`src/hdl/plb_pkg.sv`:
```
// ----------------------------------------------------------------------------
// plb_pkg
// Shared constants, codes and controller/datapath bundles of the positional
// list buffer.
// ----------------------------------------------------------------------------
`default_nettype none

package plb_pkg;

  localparam int CAPACITY   = 256;
  localparam int DATA_WIDTH = 32;
  localparam int ADDR_W     = $clog2(CAPACITY);
  localparam int CNT_W      = $clog2(CAPACITY + 1);
  localparam int POS_W      = 10;
  localparam int POS2_W     = 9;
  localparam int RPOS_W     = POS_W + 1;
  localparam int IN_W       = 56;
  localparam int OUT_W      = 48;

  typedef enum logic [1:0] {
    OP_INSERT = 2'd0,
    OP_DELETE = 2'd1,
    OP_SWAP   = 2'd2,
    OP_READ   = 2'd3
  } plb_op_e;

  typedef enum logic [1:0] {
    RES_OK      = 2'd0,
    RES_BAD_POS = 2'd1,
    RES_FULL    = 2'd2
  } plb_res_e;

  typedef enum logic [1:0] {
    CNT_HOLD = 2'd0,
    CNT_INC  = 2'd1,
    CNT_DEC  = 2'd2
  } plb_cnt_op_e;

  typedef struct packed {
    logic        load;
    logic        mv_init;
    logic        mv_step;
    logic        mv_drain;
    logic        wr_elem;
    logic        rd_p1;
    logic        rd_p2;
    logic        cap_tmp;
    logic        cap_rd;
    logic        wr_p1;
    logic        wr_p2;
    logic        finish;
    plb_res_e    res;
    plb_cnt_op_e cnt_op;
  } plb_cmd_t;

  typedef struct packed {
    plb_op_e op;
    logic    p1_ok;
    logic    p2_ok;
    logic    ins_ok;
    logic    full;
    logic    same;
    logic    ins_tail;
    logic    del_tail;
    logic    at_end;
    logic    out_busy;
  } plb_stat_t;

endpackage

`default_nettype wire

```
`src/hdl/plb_ctrl.sv`:
```
// ----------------------------------------------------------------------------
// plb_ctrl
// Command sequencer: checks positions, steps shifts and swaps through the
// entry memory and hands the result to the output register.
// ----------------------------------------------------------------------------
`default_nettype none

module plb_ctrl (
  input  wire logic               clk_i,
  input  wire logic               rst_ni,
  input  wire logic               in_valid_i,
  output      logic               in_ready_o,
  input  wire plb_pkg::plb_stat_t stat_i,
  output      plb_pkg::plb_cmd_t  cmd_o
);

  import plb_pkg::*;

  typedef enum logic [3:0] {
    S_IDLE,
    S_CHECK,
    S_MOVE,
    S_DRAIN,
    S_PUT,
    S_RD_CAP,
    S_SW_B,
    S_SW_C,
    S_SW_D,
    S_FINISH
  } state_e;

  state_e      state_q, state_d;
  plb_res_e    res_q, res_d;
  plb_cnt_op_e cnt_op_q, cnt_op_d;

  assign in_ready_o = (state_q == S_IDLE);

  always_comb begin
    state_d      = state_q;
    res_d        = res_q;
    cnt_op_d     = cnt_op_q;
    cmd_o        = '0;
    cmd_o.res    = res_q;
    cmd_o.cnt_op = cnt_op_q;
    case (state_q)
      S_IDLE: begin
        if (in_valid_i) begin
          cmd_o.load = 1'b1;
          state_d    = S_CHECK;
        end
      end
      S_CHECK: begin
        res_d    = RES_OK;
        cnt_op_d = CNT_HOLD;
        case (stat_i.op)
          OP_INSERT: begin
            if (!stat_i.ins_ok) begin
              res_d   = RES_BAD_POS;
              state_d = S_FINISH;
            end else if (stat_i.full) begin
              res_d   = RES_FULL;
              state_d = S_FINISH;
            end else if (stat_i.ins_tail) begin
              cnt_op_d = CNT_INC;
              state_d  = S_PUT;
            end else begin
              cnt_op_d      = CNT_INC;
              cmd_o.mv_init = 1'b1;
              state_d       = S_MOVE;
            end
          end
          OP_DELETE: begin
            if (!stat_i.p1_ok) begin
              res_d   = RES_BAD_POS;
              state_d = S_FINISH;
            end else if (stat_i.del_tail) begin
              cnt_op_d = CNT_DEC;
              state_d  = S_FINISH;
            end else begin
              cnt_op_d      = CNT_DEC;
              cmd_o.mv_init = 1'b1;
              state_d       = S_MOVE;
            end
          end
          OP_SWAP: begin
            if (!stat_i.p1_ok || !stat_i.p2_ok) begin
              res_d   = RES_BAD_POS;
              state_d = S_FINISH;
            end else if (stat_i.same) begin
              state_d = S_FINISH;
            end else begin
              cmd_o.rd_p1 = 1'b1;
              state_d     = S_SW_B;
            end
          end
          default: begin
            if (!stat_i.p1_ok) begin
              res_d   = RES_BAD_POS;
              state_d = S_FINISH;
            end else begin
              cmd_o.rd_p1 = 1'b1;
              state_d     = S_RD_CAP;
            end
          end
        endcase
      end
      S_MOVE: begin
        cmd_o.mv_step = 1'b1;
        if (stat_i.at_end) begin
          state_d = S_DRAIN;
        end
      end
      S_DRAIN: begin
        cmd_o.mv_drain = 1'b1;
        state_d        = (stat_i.op == OP_INSERT) ? S_PUT : S_FINISH;
      end
      S_PUT: begin
        cmd_o.wr_elem = 1'b1;
        state_d       = S_FINISH;
      end
      S_RD_CAP: begin
        cmd_o.cap_rd = 1'b1;
        state_d      = S_FINISH;
      end
      S_SW_B: begin
        cmd_o.cap_tmp = 1'b1;
        cmd_o.rd_p2   = 1'b1;
        state_d       = S_SW_C;
      end
      S_SW_C: begin
        cmd_o.wr_p1 = 1'b1;
        state_d     = S_SW_D;
      end
      S_SW_D: begin
        cmd_o.wr_p2 = 1'b1;
        state_d     = S_FINISH;
      end
      S_FINISH: begin
        if (!stat_i.out_busy) begin
          cmd_o.finish = 1'b1;
          state_d      = S_IDLE;
        end
      end
      default: begin
        state_d = S_IDLE;
      end
    endcase
  end

  always_ff @(posedge clk_i or negedge rst_ni) begin
    if (!rst_ni) begin
      state_q  <= S_IDLE;
      res_q    <= RES_OK;
      cnt_op_q <= CNT_HOLD;
    end else begin
      state_q  <= state_d;
      res_q    <= res_d;
      cnt_op_q <= cnt_op_d;
    end
  end

endmodule

`default_nettype wire

```
`config.mk`:
```
export PLATFORM = sky130hd
export DESIGN_NAME = plb_ctrl
export DESIGN_NICKNAME = d
export VERILOG_FILES = /design/src/hdl/plb_pkg.sv /design/src/hdl/plb_ctrl.sv
export SDC_FILE = /design/constraint.sdc
export NUM_CORES = 1
export LEC_CHECK = 0
export BUFFER_PORTS_ARGS = -buffer_cell sky130_fd_sc_hd__buf_2
export CAP_MARGIN = 20
export CORE_MARGIN = 5
export CORE_UTILIZATION = 47
export DETAILED_ROUTE_END_ITERATION = 16
export GPL_ROUTABILITY_DRIVEN = 0
export HOLD_SLACK_MARGIN = 0.12
export PLACE_DENSITY = 0.82
export SLEW_MARGIN = 0
export SYNTH_ARGS = -nofsm -noshare
export SYNTH_HDL_FRONTEND = slang
export SYNTH_SLANG_ARGS = --single-unit
```
`constraint.sdc`:
```
create_clock -name clk_i -period 3.9 [get_ports clk_i]
set_input_delay 0.39 -clock clk_i [delete_from_list [all_inputs] [get_ports clk_i]]
set_output_delay 0.39 -clock clk_i [all_outputs]
set_load 0.01 [all_outputs]
```
==> impl_results.md <==
* Syn nets at 97
* Worst path cell trace: nand2b_1 -> or3_1 -> nor3_1 -> buf_2
* Yosys reg bits at 8
* PwrDens at 560 nW/um^2
* Initial Utilization at 49.2%
* Die Y-Extent at about 47 um
* Fin. Hold Viols at 0
* Peak supply drop at 0.360 mV
* Synth-to-layout area growth at 25.3%
* Post-CTS sizing at 0
* CTS Sinks at 8
* CP Capture Type: primary output
* Clock Latency Late Sink at 250 ps
* Max Cap Viol at 0
* Cell Int Power at ~250 uW
* FF-to-FF End: state_q[0]
* Clk network pwr share at 14.2%
* Die X at 46.7 um
* Crit Path Class: flip-flop to primary output
* Run status: finished clean
* Critical Path AT at 1820 ps
* Layout Cells excl Fill at about 120
* Period utilisation layout at a little under three fifths
* Largest net degree at the start of global routing at 14
* Commonest non-fill, non-tap cells in the layout: 30 x buf_2, 11 x nor2_1, 8 x nor3_1, 8 x dfrtp_1, 7 x o21ai_0
* Flop2flop setup slack at a little over 2000 ps
* Congestion Overflow GR at 0
* Initial antenna violation count at 0
* Cell Area, Synth at 632 um^2
* Crit-path max FO at 13
* H-tree Lvls at 1
* Vias in the first global route at 644
* Sw Ratio at ~44%
* Slew at the pin closest to its max-slew limit at 406 ps
* CTS Buffer Depth at 2
* Syn avg cell area at between 7 and 8 um^2
* Layout Utilization at 61.6%
* Drt total wl at 1.65 mm
* Slew margin rel. at 72.9%
* Crit-path slowest cell: or3_1
* Cts hold-fix bufs at 1
* TNS Setup at 0 ps
* Post-DP HPWL at about 1.3 mm
* Synth top area share at 31.7%
* Reg2reg start: state_q[1]
* WL/cell at 13.3 um
* Achievable Freq at between 400 and 500 MHz
* Final worst slack at 1690 ps
* Sw power at 194 uW
* Drt first-iter violations at 6
* Vias per Instance at roughly 5.5
* Ranking of synthesized cells by area: dfrtp_1 32%, nor2_1 6.5%, nor3_1 6.3%
* Crit path required time at around 3500 ps
* Root buffer cell: clkbuf_4
* Leakage at approximately 0.00039 uW
* Final setup vio count at 0
* GRT Util Overall at approximately 18%
* Share of power burned in registers at 36.7%
* Start point of the critical path: state_q[1]
* Final nets at 125
* Seq/Total Area, Yosys at about a third
* Antenna Cells at 0
* Fin. max-slew vios at 0
* Setup bufs post-CTS at 0
* Die area at roughly 2200 um^2
* # IOs at 31
* Vias post-DR at 685
* DR pass1 iterations at 5
* DRC at 0
* Cell row count at 13
* Most common cell after layout, fill and taps aside: buf_2
* RSZ-0062 raised after global routing: false
* R2R depth at 4
* Placed cells at 120
* First-pass GRT wire length at 2.79 mm
* Core area at about 1300 um^2
* Setup crit end: cmd_o[14]
* Cell taking the most area after synthesis: dfrtp_1
* Post-Route Skew at about 1.7 ps
* CP max stage delay at 520 ps
* Power, Total at 443 uW
* Worst setup SP type: flip-flop
* Min Clock Period, post-route at roughly 2200 ps
* Filler cell count in the final layout at 120
* Storage cell area at 200 um^2
* Final ANT Viol Nets at 0
* Layout cells sized above 1 at 34.9%
* Clock-pin transition on the worst setup and hold timing paths at 50 ps
* Port Buffer Count at 30
* Pre-CTS setup slack at 1900 ps
* Synth warn at 0
* TritonCTS buffer count at 3
* Hold Crit Class: input port to flip-flop
* Area occupied by multi-input gates at 375 um^2
* Gate power share at 49.2%
* Count of cell types in the netlist at 33
* CTS tree: yes
* Mapped Cells at 83
## state kept, by name (all words and copies together), names as in the netlist
register and count:
cnt_op_q 2, res_q 2, state_q 4
## logic make-up (layout without fill, tap and decap cells)
family / after synthesis / count (layout) / synth area share, %
simple gates: 39 / 39 / 32.7
compound gates: 23 / 23 / 25.2
buf+inv: 12 / 38 / 8.91
flops: 8 / 8 / 31.7
mux: 1 / 1 / 1.58
## layer usage
layer  up-vias  GRT usage [%]  wire length (um)
met1       303           22.7               704
met5         -              0                 0
met4         0           4.97                22
li1        351              -                 -
met2        27           30.5               793
met3         4           2.34               131
## area by class of cell
type | instances | share of cell area, %
multi-input cells | 63 | 47.4
inverters | 4 | 1.90
clock buffers | 3 | 2.84
flip-flops and latches | 8 | 25.3
well taps | 15 | 2.37
repair buffers | 31 | 20.2
## how the worst min path moves through the flow
stage / start / to / cells past startpoint
after floorplan: rst_ni / cnt_op_q[0] / 0
after global placement: rst_ni / res_q[0] / 1
after detailed placement: rst_ni / res_q[0] / 1
after CTS: stat_i[5] / res_q[1] / 2
after global routing: stat_i[5] / res_q[1] / 2
final: stat_i[5] / res_q[1] / 2
## worst max-delay path: cells and delay by family, from the launching register on
kind / cells / cell delay [ps]
AND/OR/NAND/NOR: 3 / 930
flip-flops: 1 / 490
buffers and inverters: 1 / 160
## power by group through the flow
stage                     sequential, uW  clock, uW  combinational, uW
after floorplan                      136          0                176
after global placement               162          0                214
after detailed placement             163          0                219
after CTS                            162       64.3                221
after global routing                 170       71.0                245
final                                163       62.8                218
## through the flow
step	hold WS [ps]	cell area, um^2
floorplan	94.4	632
global placement	233	759
detailed placement	240	759
CTS	401	792
global route	405	792
finish	407	792
## Yosys cell counts
cell type	count
nor2b_1	1
or3_1	1
nand2b_1	4
nand3b_1	1
nand2_1	5
nand3_1	1
o21ai_2	1
inv_1	4
nor2_1	11
clkbuf_1	6
or3b_2	1
a221o_1	1
nor3_1	8
a22o_1	1
nor4_1	1
buf_6	1
o21ai_0	7
mux2i_1	1
a21bo_2	1
o22ai_1	1
o32a_1	1
o32ai_1	2
a32oi_1	1
or2_2	1
a21oi_1	4
o211ai_1	1
o22a_1	1
dfrtp_1	8
nand4b_1	1
or4b_4	1
buf_4	1
and2_1	2
a21boi_0	1
(Power assumes the default switching activity.)
